===== config.mk =====
export PLATFORM = sky130hd
export DESIGN_NAME = dib_to_rgba_converter_core_flat
export DESIGN_NICKNAME = d
export VERILOG_FILES = /design/src/sv/dib_pkg.sv /design/src/sv/dib_ifs.sv /design/src/sv/dib_to_rgba_converter_core.sv /design/src/sv/dib_hdr_chk.sv /design/src/sv/dib_out_buf.sv /design/src/flat_wrapper.sv
export SDC_FILE = /design/constraint.sdc
export NUM_CORES = 1
export LEC_CHECK = 0
export BUFFER_PORTS_ARGS = -buffer_cell sky130_fd_sc_hd__buf_2
export CELL_PAD_IN_SITES_DETAIL_PLACEMENT = 0
export CELL_PAD_IN_SITES_GLOBAL_PLACEMENT = 2
export CORE_MARGIN = 2
export CORE_UTILIZATION = 41
export DETAILED_ROUTE_END_ITERATION = 7
export PLACE_DENSITY_LB_ADDON = 0.1
export SLEW_MARGIN = 20
export SYNTH_ARGS = -nofsm -noshare
export SYNTH_HDL_FRONTEND = slang
export SYNTH_SLANG_ARGS = --single-unit

===== constraint.sdc =====
create_clock -name i_clk -period 10.5 [get_ports i_clk]
set_clock_uncertainty 0.15 [all_clocks]
set_input_delay 1.05 -clock i_clk [delete_from_list [all_inputs] [get_ports i_clk]]
set_output_delay 1.05 -clock i_clk [all_outputs]
set_load 0.005 [all_outputs]

===== src/sv/dib_pkg.sv =====
// ============================================================================
// DIB to RGBA converter package
// Shared types, register indexes and result status codes.
// ============================================================================
package dib_pkg;

    localparam int unsigned CFG_IDX_W = 3;

    localparam logic [CFG_IDX_W-1:0] CFG_HEADER_SIZE    = 3'd0;
    localparam logic [CFG_IDX_W-1:0] CFG_IMAGE_WIDTH    = 3'd1;
    localparam logic [CFG_IDX_W-1:0] CFG_IMAGE_HEIGHT   = 3'd2;
    localparam logic [CFG_IDX_W-1:0] CFG_BITS_PER_PIXEL = 3'd3;
    localparam logic [CFG_IDX_W-1:0] CFG_COMPRESSION    = 3'd4;
    localparam logic [CFG_IDX_W-1:0] CFG_AVAILABLE      = 3'd5;

    localparam logic [1:0] ST_OK         = 2'd0;
    localparam logic [1:0] ST_HDR_REJECT = 2'd1;
    localparam logic [1:0] ST_TOO_SHORT  = 2'd2;

    localparam logic [15:0] MIN_HEADER_SIZE = 16'd40;
    localparam logic [15:0] BPP_24          = 16'd24;
    localparam logic [15:0] BPP_32          = 16'd32;
    localparam logic [3:0]  COMP_RGB        = 4'd0;
    localparam logic [3:0]  COMP_BITFIELDS  = 4'd3;
    localparam logic [7:0]  OPAQUE_ALPHA    = 8'hFF;

    typedef struct packed {
        logic        [15:0] header_size;
        logic signed [15:0] image_width;
        logic signed [15:0] image_height;
        logic        [15:0] bits_per_pixel;
        logic        [3:0]  compression_kind;
        logic        [31:0] available_bytes;
    } t_cfg;

    typedef struct packed {
        logic [1:0]  status;
        logic [14:0] width;
        logic [14:0] height;
        logic        rows_reversed;
        logic        bpp32;
        logic [1:0]  pad;
    } t_hdr;

    typedef struct packed {
        logic [1:0]  status;
        logic [14:0] dest_row;
        logic [14:0] dest_col;
        logic [7:0]  red;
        logic [7:0]  green;
        logic [7:0]  blue;
        logic [7:0]  alpha;
        logic [14:0] out_width;
        logic [14:0] out_height;
        logic        last_pixel;
    } t_pix;

endpackage


===== src/sv/dib_ifs.sv =====
// ============================================================================
// DIB to RGBA converter channels
// Byte input, pixel result and register write channels.
// ============================================================================
interface dib_byte_if;
    logic       valid;
    logic       ready;
    logic [7:0] data_byte;

    modport source (output valid, output data_byte, input ready);
    modport sink (input valid, input data_byte, output ready);
endinterface

interface dib_pix_if;
    logic        valid;
    logic        ready;
    logic [1:0]  status;
    logic [14:0] dest_row;
    logic [14:0] dest_col;
    logic [7:0]  red;
    logic [7:0]  green;
    logic [7:0]  blue;
    logic [7:0]  alpha;
    logic [14:0] out_width;
    logic [14:0] out_height;
    logic        last_pixel;

    modport source (output valid, output status, output dest_row, output dest_col,
                    output red, output green, output blue, output alpha,
                    output out_width, output out_height, output last_pixel,
                    input ready);
    modport sink (input valid, input status, input dest_row, input dest_col,
                  input red, input green, input blue, input alpha,
                  input out_width, input out_height, input last_pixel,
                  output ready);
endinterface

interface dib_cfg_if;
    logic                           valid;
    logic                           ready;
    logic [dib_pkg::CFG_IDX_W-1:0]  index;
    logic [31:0]                    wdata;

    modport source (output valid, output index, output wdata, input ready);
    modport sink (input valid, input index, input wdata, output ready);
endinterface


===== src/sv/dib_to_rgba_converter_core.sv =====
// ============================================================================
// DIB to RGBA converter
// Turns the stored pixel bytes of a 24- or 32-bit bitmap into RGBA pixels
// carrying their top-down row and column.
// ============================================================================
// i_byte takes one pixel-data byte per cycle in stored order while ready is
// high. o_pix gives one word per completed pixel, or one error word per byte
// when the header registers fail their checks; padding and trailing bytes
// give nothing. i_cfg writes the header registers and is always ready; any
// write to a listed register restarts the image at its first byte.
// The word for an accepted byte is written into the result buffer at the edge
// that accepts it, so while i_byte.ready is high the throughput is one byte
// per cycle, set by the single step between the byte and the result register.
// The header check takes two registered stages, so after reset and after every
// register write i_byte.ready is low until r_settle counts down to zero.
// Reset restores the default header and clears the stream position.
// A two-word result buffer absorbs receiver stalls; once it holds two words,
// i_byte.ready drops until the receiver takes one.
// ============================================================================
module dib_to_rgba_converter_core (
    input  logic  i_clk,
    input  logic  i_rst_n,
    dib_byte_if.sink  i_byte,
    dib_cfg_if.sink   i_cfg,
    dib_pix_if.source o_pix
);
    import dib_pkg::*;

    t_cfg        r_cfg;
    t_hdr        w_hdr;
    logic [1:0]  r_settle;

    logic [1:0]  r_byte_in_pixel, n_byte_in_pixel;
    logic [1:0]  r_pad_left, n_pad_left;
    logic [14:0] r_column_count, n_column_count;
    logic [14:0] r_stored_row, n_stored_row;
    logic [7:0]  r_held_blue, n_held_blue;
    logic [7:0]  r_held_green, n_held_green;
    logic [7:0]  r_held_red, n_held_red;
    logic        r_image_done, n_image_done;

    logic        w_cfg_wr;
    logic        w_in_acc;
    logic        w_room;
    logic        w_push;
    logic        w_col_last;
    logic        w_row_last;
    t_pix        w_pix;
    t_pix        w_head;

    assign w_cfg_wr     = i_cfg.valid && i_cfg.ready && (i_cfg.index <= CFG_AVAILABLE);
    assign i_cfg.ready  = 1'b1;
    assign i_byte.ready = (r_settle == 2'd0) && w_room;
    assign w_in_acc     = i_byte.valid && i_byte.ready;

    always_ff @(posedge i_clk) begin
        if (!i_rst_n) begin
            r_cfg.header_size      <= MIN_HEADER_SIZE;
            r_cfg.image_width      <= 16'sd1;
            r_cfg.image_height     <= 16'sd1;
            r_cfg.bits_per_pixel   <= BPP_32;
            r_cfg.compression_kind <= COMP_RGB;
            r_cfg.available_bytes  <= 32'd0;
        end else if (w_cfg_wr) begin
            unique case (i_cfg.index)
                CFG_HEADER_SIZE:    r_cfg.header_size      <= i_cfg.wdata[15:0];
                CFG_IMAGE_WIDTH:    r_cfg.image_width      <= i_cfg.wdata[15:0];
                CFG_IMAGE_HEIGHT:   r_cfg.image_height     <= i_cfg.wdata[15:0];
                CFG_BITS_PER_PIXEL: r_cfg.bits_per_pixel   <= i_cfg.wdata[15:0];
                CFG_COMPRESSION:    r_cfg.compression_kind <= i_cfg.wdata[3:0];
                default:            r_cfg.available_bytes  <= i_cfg.wdata;
            endcase
        end
    end

    always_ff @(posedge i_clk) begin
        if (!i_rst_n) begin
            r_settle <= 2'd2;
        end else if (w_cfg_wr) begin
            r_settle <= 2'd2;
        end else if (r_settle != 2'd0) begin
            r_settle <= r_settle - 2'd1;
        end
    end

    dib_hdr_chk u_hdr_chk (
        .i_clk (i_clk),
        .i_cfg (r_cfg),
        .o_hdr (w_hdr)
    );

    assign w_col_last = ({1'b0, r_column_count} + 16'd1) >= {1'b0, w_hdr.width};
    assign w_row_last = ({1'b0, r_stored_row} + 16'd1) >= {1'b0, w_hdr.height};

    always_comb begin
        n_byte_in_pixel = r_byte_in_pixel;
        n_pad_left      = r_pad_left;
        n_column_count  = r_column_count;
        n_stored_row    = r_stored_row;
        n_held_blue     = r_held_blue;
        n_held_green    = r_held_green;
        n_held_red      = r_held_red;
        n_image_done    = r_image_done;
        w_push          = 1'b0;
        w_pix           = '0;
        if (w_cfg_wr) begin
            n_byte_in_pixel = 2'd0;
            n_pad_left      = 2'd0;
            n_column_count  = 15'd0;
            n_stored_row    = 15'd0;
            n_held_blue     = 8'd0;
            n_held_green    = 8'd0;
            n_held_red      = 8'd0;
            n_image_done    = 1'b0;
        end else if (w_in_acc) begin
            if (w_hdr.status != ST_OK) begin
                w_push       = 1'b1;
                w_pix.status = w_hdr.status;
            end else if (r_image_done) begin
                w_push = 1'b0;
            end else if (r_pad_left != 2'd0) begin
                n_pad_left = r_pad_left - 2'd1;
                if (r_pad_left == 2'd1) begin
                    n_stored_row = r_stored_row + 15'd1;
                end
            end else if (r_byte_in_pixel < (w_hdr.bpp32 ? 2'd3 : 2'd2)) begin
                unique case (r_byte_in_pixel)
                    2'd0:    n_held_blue  = i_byte.data_byte;
                    2'd1:    n_held_green = i_byte.data_byte;
                    default: n_held_red   = i_byte.data_byte;
                endcase
                n_byte_in_pixel = r_byte_in_pixel + 2'd1;
            end else begin
                w_push           = 1'b1;
                n_byte_in_pixel  = 2'd0;
                w_pix.status     = ST_OK;
                w_pix.dest_col   = r_column_count;
                w_pix.green      = r_held_green;
                w_pix.blue       = r_held_blue;
                w_pix.out_width  = w_hdr.width;
                w_pix.out_height = w_hdr.height;
                w_pix.last_pixel = w_row_last && w_col_last;
                if (w_hdr.bpp32) begin
                    w_pix.red   = r_held_red;
                    w_pix.alpha = i_byte.data_byte;
                end else begin
                    w_pix.red   = i_byte.data_byte;
                    w_pix.alpha = OPAQUE_ALPHA;
                    n_held_red  = i_byte.data_byte;
                end
                if (!w_hdr.rows_reversed) begin
                    w_pix.dest_row = r_stored_row;
                end else if (r_stored_row < w_hdr.height) begin
                    w_pix.dest_row = w_hdr.height - 15'd1 - r_stored_row;
                end else begin
                    w_pix.dest_row = 15'd0;
                end
                if (w_row_last && w_col_last) begin
                    n_image_done = 1'b1;
                end else if (w_col_last) begin
                    n_column_count = 15'd0;
                    if (w_hdr.pad != 2'd0) begin
                        n_pad_left = w_hdr.pad;
                    end else begin
                        n_stored_row = r_stored_row + 15'd1;
                    end
                end else begin
                    n_column_count = r_column_count + 15'd1;
                end
            end
        end
    end

    always_ff @(posedge i_clk) begin
        if (!i_rst_n) begin
            r_byte_in_pixel <= 2'd0;
            r_pad_left      <= 2'd0;
            r_column_count  <= 15'd0;
            r_stored_row    <= 15'd0;
            r_held_blue     <= 8'd0;
            r_held_green    <= 8'd0;
            r_held_red      <= 8'd0;
            r_image_done    <= 1'b0;
        end else begin
            r_byte_in_pixel <= n_byte_in_pixel;
            r_pad_left      <= n_pad_left;
            r_column_count  <= n_column_count;
            r_stored_row    <= n_stored_row;
            r_held_blue     <= n_held_blue;
            r_held_green    <= n_held_green;
            r_held_red      <= n_held_red;
            r_image_done    <= n_image_done;
        end
    end

    dib_out_buf u_out_buf (
        .i_clk   (i_clk),
        .i_rst_n (i_rst_n),
        .i_push  (w_push),
        .i_word  (w_pix),
        .o_room  (w_room),
        .o_valid (o_pix.valid),
        .i_ready (o_pix.ready),
        .o_word  (w_head)
    );

    assign o_pix.status     = w_head.status;
    assign o_pix.dest_row   = w_head.dest_row;
    assign o_pix.dest_col   = w_head.dest_col;
    assign o_pix.red        = w_head.red;
    assign o_pix.green      = w_head.green;
    assign o_pix.blue       = w_head.blue;
    assign o_pix.alpha      = w_head.alpha;
    assign o_pix.out_width  = w_head.out_width;
    assign o_pix.out_height = w_head.out_height;
    assign o_pix.last_pixel = w_head.last_pixel;

    a_push_needs_byte: assert property (@(posedge i_clk) disable iff (!i_rst_n)
        w_push |-> w_in_acc)
        else $error("result produced without an accepted byte");
    a_no_byte_settling: assert property (@(posedge i_clk) disable iff (!i_rst_n)
        w_in_acc |-> (r_settle == 2'd0))
        else $error("byte accepted while the header check settles");
    a_done_after_last: assert property (@(posedge i_clk) disable iff (!i_rst_n)
        (w_push && w_pix.last_pixel && !w_cfg_wr) |=> r_image_done)
        else $error("image not closed after its last pixel");
    a_pad_only_24: assert property (@(posedge i_clk) disable iff (!i_rst_n)
        (r_pad_left != 2'd0) |-> (r_byte_in_pixel == 2'd0))
        else $error("row padding in the middle of a pixel");

endmodule


===== src/sv/dib_hdr_chk.sv =====
// ============================================================================
// DIB header check
// Two registered stages that validate the header registers and derive the
// image geometry: field checks and stride product, then the size compare.
// ============================================================================
module dib_hdr_chk (
    input  logic          i_clk,
    input  dib_pkg::t_cfg i_cfg,
    output dib_pkg::t_hdr o_hdr
);
    import dib_pkg::*;

    logic        n_fail;
    logic [14:0] n_width;
    logic [14:0] n_height;
    logic [16:0] n_stride;
    logic [16:0] w_w3;
    logic        n_bpp32;

    logic        r_fail;
    logic [31:0] r_need;
    logic [31:0] r_avail;
    logic [14:0] r_width;
    logic [14:0] r_height;
    logic        r_rows_reversed;
    logic        r_bpp32;
    t_hdr        r_hdr;

    always_comb begin
        n_bpp32  = (i_cfg.bits_per_pixel == BPP_32);
        n_fail   = 1'b0;
        if (i_cfg.header_size < MIN_HEADER_SIZE) begin
            n_fail = 1'b1;
        end
        if (i_cfg.image_width[15] || (i_cfg.image_width == 16'sd0)) begin
            n_fail = 1'b1;
        end
        if ((i_cfg.image_height == 16'sd0) || (i_cfg.image_height == 16'sh8000)) begin
            n_fail = 1'b1;
        end
        if ((i_cfg.bits_per_pixel != BPP_24) && !n_bpp32) begin
            n_fail = 1'b1;
        end
        if ((i_cfg.compression_kind != COMP_RGB)
                && (i_cfg.compression_kind != COMP_BITFIELDS)) begin
            n_fail = 1'b1;
        end
        if ((i_cfg.compression_kind == COMP_BITFIELDS) && !n_bpp32) begin
            n_fail = 1'b1;
        end
        n_width  = i_cfg.image_width[14:0];
        n_height = i_cfg.image_height[15] ? 15'(-i_cfg.image_height)
                                          : i_cfg.image_height[14:0];
        w_w3     = {2'b00, n_width} + {1'b0, n_width, 1'b0} + 17'd3;
        n_stride = n_bpp32 ? {n_width, 2'b00} : {w_w3[16:2], 2'b00};
    end

    always_ff @(posedge i_clk) begin
        r_fail          <= n_fail;
        r_need          <= 32'(n_stride * n_height);
        r_avail         <= i_cfg.available_bytes;
        r_width         <= n_width;
        r_height        <= n_height;
        r_rows_reversed <= !i_cfg.image_height[15];
        r_bpp32         <= n_bpp32;
    end

    always_ff @(posedge i_clk) begin
        if (r_fail) begin
            r_hdr.status <= ST_HDR_REJECT;
        end else if (r_avail < r_need) begin
            r_hdr.status <= ST_TOO_SHORT;
        end else begin
            r_hdr.status <= ST_OK;
        end
        r_hdr.width         <= r_width;
        r_hdr.height        <= r_height;
        r_hdr.rows_reversed <= r_rows_reversed;
        r_hdr.bpp32         <= r_bpp32;
        r_hdr.pad           <= r_bpp32 ? 2'd0 : r_width[1:0];
    end

    assign o_hdr = r_hdr;

endmodule


===== src/sv/dib_out_buf.sv =====
// ============================================================================
// DIB result buffer
// Two-word output buffer that lets the converter keep taking bytes while a
// finished pixel waits for the receiver.
// ============================================================================
module dib_out_buf (
    input  logic          i_clk,
    input  logic          i_rst_n,
    input  logic          i_push,
    input  dib_pkg::t_pix i_word,
    output logic          o_room,
    output logic          o_valid,
    input  logic          i_ready,
    output dib_pkg::t_pix o_word
);
    import dib_pkg::*;

    t_pix       r_mem [2];
    logic       r_wr;
    logic       r_rd;
    logic [1:0] r_cnt;
    logic       w_pop;

    assign w_pop   = o_valid && i_ready;
    assign o_valid = (r_cnt != 2'd0);
    assign o_room  = (r_cnt != 2'd2);
    assign o_word  = r_mem[r_rd];

    always_ff @(posedge i_clk) begin
        if (i_push) begin
            r_mem[r_wr] <= i_word;
        end
    end

    always_ff @(posedge i_clk) begin
        if (!i_rst_n) begin
            r_wr  <= 1'b0;
            r_rd  <= 1'b0;
            r_cnt <= 2'd0;
        end else begin
            if (i_push) begin
                r_wr <= !r_wr;
            end
            if (w_pop) begin
                r_rd <= !r_rd;
            end
            r_cnt <= r_cnt + 2'(i_push) - 2'(w_pop);
        end
    end

    a_cnt_range: assert property (@(posedge i_clk) disable iff (!i_rst_n)
        r_cnt != 2'd3)
        else $error("result buffer count out of range");
    a_no_overflow: assert property (@(posedge i_clk) disable iff (!i_rst_n)
        (r_cnt == 2'd2) |-> !i_push)
        else $error("result pushed into a full buffer");
    a_ptr_gap: assert property (@(posedge i_clk) disable iff (!i_rst_n)
        (r_cnt == 2'd1) |-> (r_wr != r_rd))
        else $error("buffer pointers disagree with count");

endmodule


===== src/flat_wrapper.sv =====
// flat-port wrapper written by rule: the top's interface ports become plain ports
module dib_to_rgba_converter_core_flat import dib_pkg::*;
  (i_clk, i_rst_n, i_byte_valid, i_byte_data_byte, i_byte_ready, i_cfg_valid, i_cfg_index, i_cfg_wdata, i_cfg_ready, o_pix_valid, o_pix_status, o_pix_dest_row, o_pix_dest_col, o_pix_red, o_pix_green, o_pix_blue, o_pix_alpha, o_pix_out_width, o_pix_out_height, o_pix_last_pixel, o_pix_ready);
  dib_byte_if i_byte_i ();
  dib_cfg_if i_cfg_i ();
  dib_pix_if o_pix_i ();
  input  logic i_clk;
  input  logic i_rst_n;
  input wire logic [$bits(i_byte_i.valid)-1:0] i_byte_valid;
  input wire logic [$bits(i_byte_i.data_byte)-1:0] i_byte_data_byte;
  output wire logic [$bits(i_byte_i.ready)-1:0] i_byte_ready;
  input wire logic [$bits(i_cfg_i.valid)-1:0] i_cfg_valid;
  input wire logic [$bits(i_cfg_i.index)-1:0] i_cfg_index;
  input wire logic [$bits(i_cfg_i.wdata)-1:0] i_cfg_wdata;
  output wire logic [$bits(i_cfg_i.ready)-1:0] i_cfg_ready;
  output wire logic [$bits(o_pix_i.valid)-1:0] o_pix_valid;
  output wire logic [$bits(o_pix_i.status)-1:0] o_pix_status;
  output wire logic [$bits(o_pix_i.dest_row)-1:0] o_pix_dest_row;
  output wire logic [$bits(o_pix_i.dest_col)-1:0] o_pix_dest_col;
  output wire logic [$bits(o_pix_i.red)-1:0] o_pix_red;
  output wire logic [$bits(o_pix_i.green)-1:0] o_pix_green;
  output wire logic [$bits(o_pix_i.blue)-1:0] o_pix_blue;
  output wire logic [$bits(o_pix_i.alpha)-1:0] o_pix_alpha;
  output wire logic [$bits(o_pix_i.out_width)-1:0] o_pix_out_width;
  output wire logic [$bits(o_pix_i.out_height)-1:0] o_pix_out_height;
  output wire logic [$bits(o_pix_i.last_pixel)-1:0] o_pix_last_pixel;
  input wire logic [$bits(o_pix_i.ready)-1:0] o_pix_ready;
  assign i_byte_i.valid = i_byte_valid;
  assign i_byte_i.data_byte = i_byte_data_byte;
  assign i_byte_ready = i_byte_i.ready;
  assign i_cfg_i.valid = i_cfg_valid;
  assign i_cfg_i.index = i_cfg_index;
  assign i_cfg_i.wdata = i_cfg_wdata;
  assign i_cfg_ready = i_cfg_i.ready;
  assign o_pix_valid = o_pix_i.valid;
  assign o_pix_status = o_pix_i.status;
  assign o_pix_dest_row = o_pix_i.dest_row;
  assign o_pix_dest_col = o_pix_i.dest_col;
  assign o_pix_red = o_pix_i.red;
  assign o_pix_green = o_pix_i.green;
  assign o_pix_blue = o_pix_i.blue;
  assign o_pix_alpha = o_pix_i.alpha;
  assign o_pix_out_width = o_pix_i.out_width;
  assign o_pix_out_height = o_pix_i.out_height;
  assign o_pix_last_pixel = o_pix_i.last_pixel;
  assign o_pix_i.ready = o_pix_ready;
  dib_to_rgba_converter_core u_core (.i_clk(i_clk), .i_rst_n(i_rst_n), .i_byte(i_byte_i), .i_cfg(i_cfg_i), .o_pix(o_pix_i));
endmodule

[After elaboration in Yosys (flattened, before gate mapping)]
Memories as Yosys holds them, arrays and structs flattened. A register that Yosys moved wholly into a read port is not among the register bits.
Index checks and enable logic that the tools add are counted.
Cells by class
  $add $sub $neg: 14
  multiply operators: 1
  order comparisons: 7
  equality and inequality tests: 17
  multiplexer cells: 45
  bitwise logic cells: 7
  reductions and logical operators: 45
Operators with widths (count)
  two-way mux 95 bit: 4
  two-way mux 93 bit: 2
  two-way mux 15 bit: 10
  adder 15 x 1 -> 16 bit, second input constant: 2
  greater-or-equal comparator 16 x 15 -> 1 bit: 2
  logical NOT 16 bit: 2
  less-than comparator 32 bit: 1
  multiplier 17 x 15 -> 32 bit: 1
  two-way mux 8 bit: 4
  adder 15 x 1 -> 15 bit, second input constant: 2
  AND reduction 6 bit: 3
  adder 15 x 16 -> 17 bit: 1
  adder 17 x 2 -> 17 bit, second input constant: 1
  two-way mux 17 bit: 1
  == test 16 bit, second input constant: 1
  == test 16 x 6 -> 1 bit, second input constant: 1
  less-than comparator 16 x 6 -> 1 bit, second input constant: 1
  two-way mux 1 bit: 16
  two-way mux 2 bit: 8
  != test 16 x 5 -> 1 bit, second input constant: 1
  less-than comparator 15 bit: 1
  negator 15 bit: 1
  subtractor 15 x 1 -> 15 bit, second input constant: 1
  subtractor 15 bit: 1
  other kinds (29): 68
Word-level totals
  register bits: 298
  RAM bits: 190
  output and inout bits: 98
  memories: 1
Memories
  u_core.u_out_buf.r_mem: depth 2, width 95, read ports 1, clocked after Yosys merged registers in 1, write ports 1, line dib_out_buf.sv:18  | t_pix r_mem [2];

[Longest topological paths before layout]
  depth after elaboration: 10
  gate-level depth with buffers: 34
  depth with buffers taken out: 32

[Hierarchy]
From an unflattened synthesis, not the netlist that was laid out.
Second synthesis, totals
  cells, all modules: 2843
  area, all modules: 28853.9 µm²
Modules (own cells, without submodules)
  dib_hdr_chk: instances 1, cells each 1347, area an instance 12401.9 µm², seq. area each 2582.5 µm²
  dib_to_rgba_converter_core: instances 1, cells each 1177, area an instance 9148.8 µm², seq. area each 3223.1 µm²
  dib_out_buf: instances 1, cells each 319, area an instance 7303.3 µm², seq. area each 5805.6 µm²

[Least setup slack after synthesis]
OpenSTA, ideal clock, no wires.
  path type: input to register
  start point: input port i_cfg_index[2]
  end point: memory u_core.u_out_buf.r_mem[0][0] (netlist bit) (enable)
  library setup time: 0.667 ns
  arrival: 7.917 ns
  data required time: 9.683 ns
  slack: 1.765 ns
  stages on the path: 4
  path buffers: 0
  cells stage by stage: nand2_1 nand2_1 nand3_1 nor3_1
Between the ends
  word-level cells in the longest chain between the ends: 5
Ends and longest elaborated chain
  from (decl): line flat_wrapper.sv:13  | input wire logic [$bits(i_cfg_i.index)-1:0] i_cfg_index;
  <= comparator 3 bit: line dib_to_rgba_converter_core.sv:51  | assign w_cfg_wr = i_cfg.valid && i_cfg.ready && (i_cfg.index <= CFG_AVAILABLE);
  logical AND 1 bit: line dib_to_rgba_converter_core.sv:51
  two-way mux 1 bit: line dib_to_rgba_converter_core.sv:106  | if (w_cfg_wr) begin
  two-way mux 1 bit: line dib_out_buf.sv:30  | if (i_push) begin
  two-way mux 1 bit (implied by the code): line dib_out_buf.sv:31  | r_mem[r_wr] <= i_word;
  to (decl): line dib_out_buf.sv:18
Every way passes these cells.

[Worst setup path in the final report]
  start point: register u_core.r_cfg[70] (netlist bit)
  end point: register u_core.u_hdr_chk.r_need[31]
Between the ends
  word-level cells in the longest chain between the ends: 4
Ends and longest elaborated chain
  from (decl): line dib_to_rgba_converter_core.sv:29  | t_cfg r_cfg;
  adder 15 x 16 -> 17 bit: line dib_hdr_chk.sv:54  | w_w3 = {2'b00, n_width} + {1'b0, n_width, 1'b0} + 17'd3;
  adder 17 x 2 -> 17 bit: line dib_hdr_chk.sv:54
  two-way mux 17 bit *: line dib_hdr_chk.sv:55  | n_stride = n_bpp32 ? {n_width, 2'b00} : {w_w3[16:2], 2'b00};
  multiplier 17 x 15 -> 32 bit *: line dib_hdr_chk.sv:60  | r_need <= 32'(n_stride * n_height);
  to (signal assigned): line dib_hdr_chk.sv:60
  to (decl): line dib_hdr_chk.sv:21  | logic [31:0] r_need;
Every way passes the cells marked *; elsewhere a longest branch is shown, timed or not.
A chain may end at the register's enable or synchronous reset.

==> key figures <==
Critical path
  • Most used cell, CP: inv_1
  • Required @ worst endpoint: 10.88 ns
  • Startpoint Class: flop
  • Reg2Reg Depth: 32
  • Levels on crit path: 32
  • Setup Crit Path Kind: flop to flop
  • Crit. End Element: flop
  • Critical path's largest stage delay: 0.69 ns
  • Crit path max fanout: 8
  • Data arrival, critical path: 9.73 ns
  • Buf/Inv on CP: 7
  • Family with the most delay on the worst path: adder cells
  • CP max-delay cell: nor4b_1

Floorplanning
  • Die H: around 270 um
  • Top-level I/O count: around 150
  • Starting density of the core: 0.412
  • Site Rows: 96
  • CORE AREA: 68200 um^2
  • Die area: 70800 um^2
  • Chip width: 266 um

Global route
  • First-pass GRT wire length: 112 mm
  • Remaining Overflow, GRT: 0
  • Vias in the first global route: 19801
  • Initial antenna violation count: 0
  • Tot GR Track Use: 0.203
  • Largest net degree at the start of global routing: slightly above 100

Pwr
  • Seq pwr share: 0.454
  • Clock share of power: 0.393
  • Comb power frac: 0.153
  • Net Switching: 1200 uW
  • VDD IR max: 0.000116 V
  • P_int: roughly 3300 uW
  • Sw frac: 0.266
  • Cell Pwr Density: 143 nW/um^2
  • Static Leakage: 0.0131 uW

Routing
  • WL/cell: approximately 19 um
  • Vias: 19270
  • Vias/cell: around 5.1
  • Initial DRC Count: 1400
  • Routed WL: 70.5 mm
  • DRT Pass-1 Iters: 5
  • Final routed DRC violation total: 0
  • Post-route ant nets: 0

Placed design
  • Gpl congestion: between 0.8 and 0.9
  • Dpl cell area: 29900 um^2
  • DP Wirelength: 52.4 mm
  • Port bufs: approximately 140

Layout
  • Fraction of layout cells with a size suffix above 1: 0.141
  • Layout Nets: 3322
  • Fin area: 31600 um^2
  • Antenna diodes: 0
  • Synthesis-to-finish area growth: 12.2%
  • Final core utilization: 0.463

Synth
  • Synth async-reset ratio: 0
  • Cell Area, Synth: 28100 um^2
  • Seq/Total Area, Yosys: 0.409
  • Yosys top cell by area: dfxtp_1
  • Post-synth EDFFs: 190
  • Main synth FF type: dfxtp_1
  • Synth top cells by count: inv_1 (301), dfxtp_1 (290), nor2_1 (284), nand2_1 (281), ha_1 (224)
  • Most frequent cell after synthesis: inv_1
  • Mapped Cells: 2739
  • Count of unique library cells instantiated by Yosys: 88
  • YS warnings: 0
  • Yosys top cell area share: 0.206
  • Synthesized flop and latch total: 480
  • Dominant cells by area after synthesis: dfxtp_1 (21%), edfxtp_1 (20%), fa_1 (12%)
  • Synthesized Nets: between 3000 and 4000
  • Mean post-synth cell area: 10.3 um^2

CTS
  • Hold-fix buffers at CTS: 0
  • Root buffer cell: clkbuf_16
  • Worst skew pair latency: roughly 0.62 ns
  • Clock buffer depth: 3
  • CTS H-tree lvls: 2
  • TritonCTS Buffers: 52
  • Clock-pin slew on the worst setup and hold paths: 0.08 ns
  • TritonCTS clock tree: yes
  • Clock Sinks: 480
  • Post-cts gate resize count: 0
  • Postcts setup bufs: 0

STA
  • RSZ-0062 raised after global routing: false
  • Final Max Tran Viols: 0
  • Post-route minimum period: 9.35 ns
  • Hold_ws: 0.169 ns
  • Setup violations, final: 0
  • Max Fclk: 107 MHz
  • Fin. Hold Viols: 0
  • TNS Setup: 0 ns
  • Actual slew at the worst max-slew pin: 1.03 ns
  • Slew HR: 0.310
  • Final period utilization: 0.890

Job
  • Max_cap viols: 0

Status
  • Status: finished clean

Worst hold path
  • Hold path depth: 0
  • Worst Hold Class: flop to flop
## final timing paths
check                                                          from                             endpoint  slack, ns
worst max-delay path                  u_core.r_cfg[70]$_SDFFE_PN0P_  u_core.u_hdr_chk.r_need[31]$_DFF_P_       1.15
worst min-delay path            u_core.u_hdr_chk.r_width[9]$_DFF_P_   u_core.u_hdr_chk.o_hdr[28]$_DFF_P_       0.17
worst max register to register        u_core.r_cfg[70]$_SDFFE_PN0P_  u_core.u_hdr_chk.r_need[31]$_DFF_P_       1.15
worst min register to register  u_core.u_hdr_chk.r_width[9]$_DFF_P_   u_core.u_hdr_chk.o_hdr[28]$_DFF_P_       0.17
## logic make-up (layout without fill, tap and decap cells)
logic type               after synthesis  after routing  share of synthesized area
flip-flops                           480            480                      0.409
AO/OA/AOI/OAI                        403            403                     0.0973
multiplexers                         142            142                     0.0549
other                                  1              1                   0.000133
adder cells (fa/ha/maj)              392            392                      0.219
XOR/XNOR                              89             89                     0.0289
AND/OR/NAND/NOR                      828            828                      0.135
buffers and inverters                404            590                     0.0557
## power groups by stage
stage          Sequential, uW  Clock, uW  Combinational, uW
6_report                 2050       1780                693
5_1_grt                  2060       1910                767
4_1_cts                  2050       1830                705
3_5_place_dp             2090          0                699
3_3_place_gp             2090          0                698
2_1_floorplan            2050          0                473
## stage by stage
step	setup slack (ns)	std cells	total power, uW
floorplan	1.77	2739	2530
global placement	1.44	3710	2790
detailed placement	1.23	3710	2790
CTS	1.17	3807	4590
global route	0.474	3807	4740
finish	1.15	3807	4520
## flip-flops by register name, indices dropped and copies added, names as in the netlist, 15 cells and up, named ones only
| register | count |
|---|---|
| u_core.r_cfg | 95 |
| u_core.r_column_count | 15 |
| u_core.r_stored_row | 15 |
| u_core.u_hdr_chk.o_hdr | 36 |
| u_core.u_hdr_chk.r_avail | 30 |
| u_core.u_hdr_chk.r_height | 15 |
| u_core.u_hdr_chk.r_need | 30 |
| u_core.u_hdr_chk.r_width | 15 |
| u_core.u_out_buf.r_mem | 190 |
## area by class of cell
type / count / area [um^2]
Fill cell: 6482 / 36700
Multi-Input combinational cell: 1855 / 15100
Sequential cell: 480 / 11500
Clock buffer: 77 / 1470
Inverter: 309 / 1160
Tap cell: 882 / 1100
Timing Repair Buffer: 184 / 1030
Clock inverter: 20 / 193
## worst register-to-register path: cells and delay by family (launching register included)
| kind | cells | cell delay (ns) |
|---|---|---|
| AOI/OAI and AO/OA | 11 | 2.31 |
| xor gates and xnor gates | 2 | 0.27 |
| adders and majority gates | 9 | 4.08 |
| buffers and inverters | 7 | 0.44 |
| DFF | 1 | 0.48 |
| muxes | 1 | 0.68 |
| and+or+nand+nor | 2 | 0.80 |
## cells in the final DEF (no fill, tap or decap), types with 50 or more instances in the layout
cell type	instances
edfxtp_1	190
buf_2	144
a21boi_0	89
nor2_1	280
inv_1	301
mux2_2	98
nand2_1	280
ha_1	224
clkbuf_16	52
dfxtp_1	289
o21ai_0	50
xnor2_1	61
a21oi_1	92
fa_1	168
## routing by layer
metal,vias to the layer above,track usage,part of all wire
li1,9447,-,-
met1,9385,0.271,0.46
met2,355,0.348,0.49
met3,83,0.0279,0.039
met4,0,0.0456,0.020
met5,-,0,0
No activity file was read; power rests on OpenSTA's default activity.
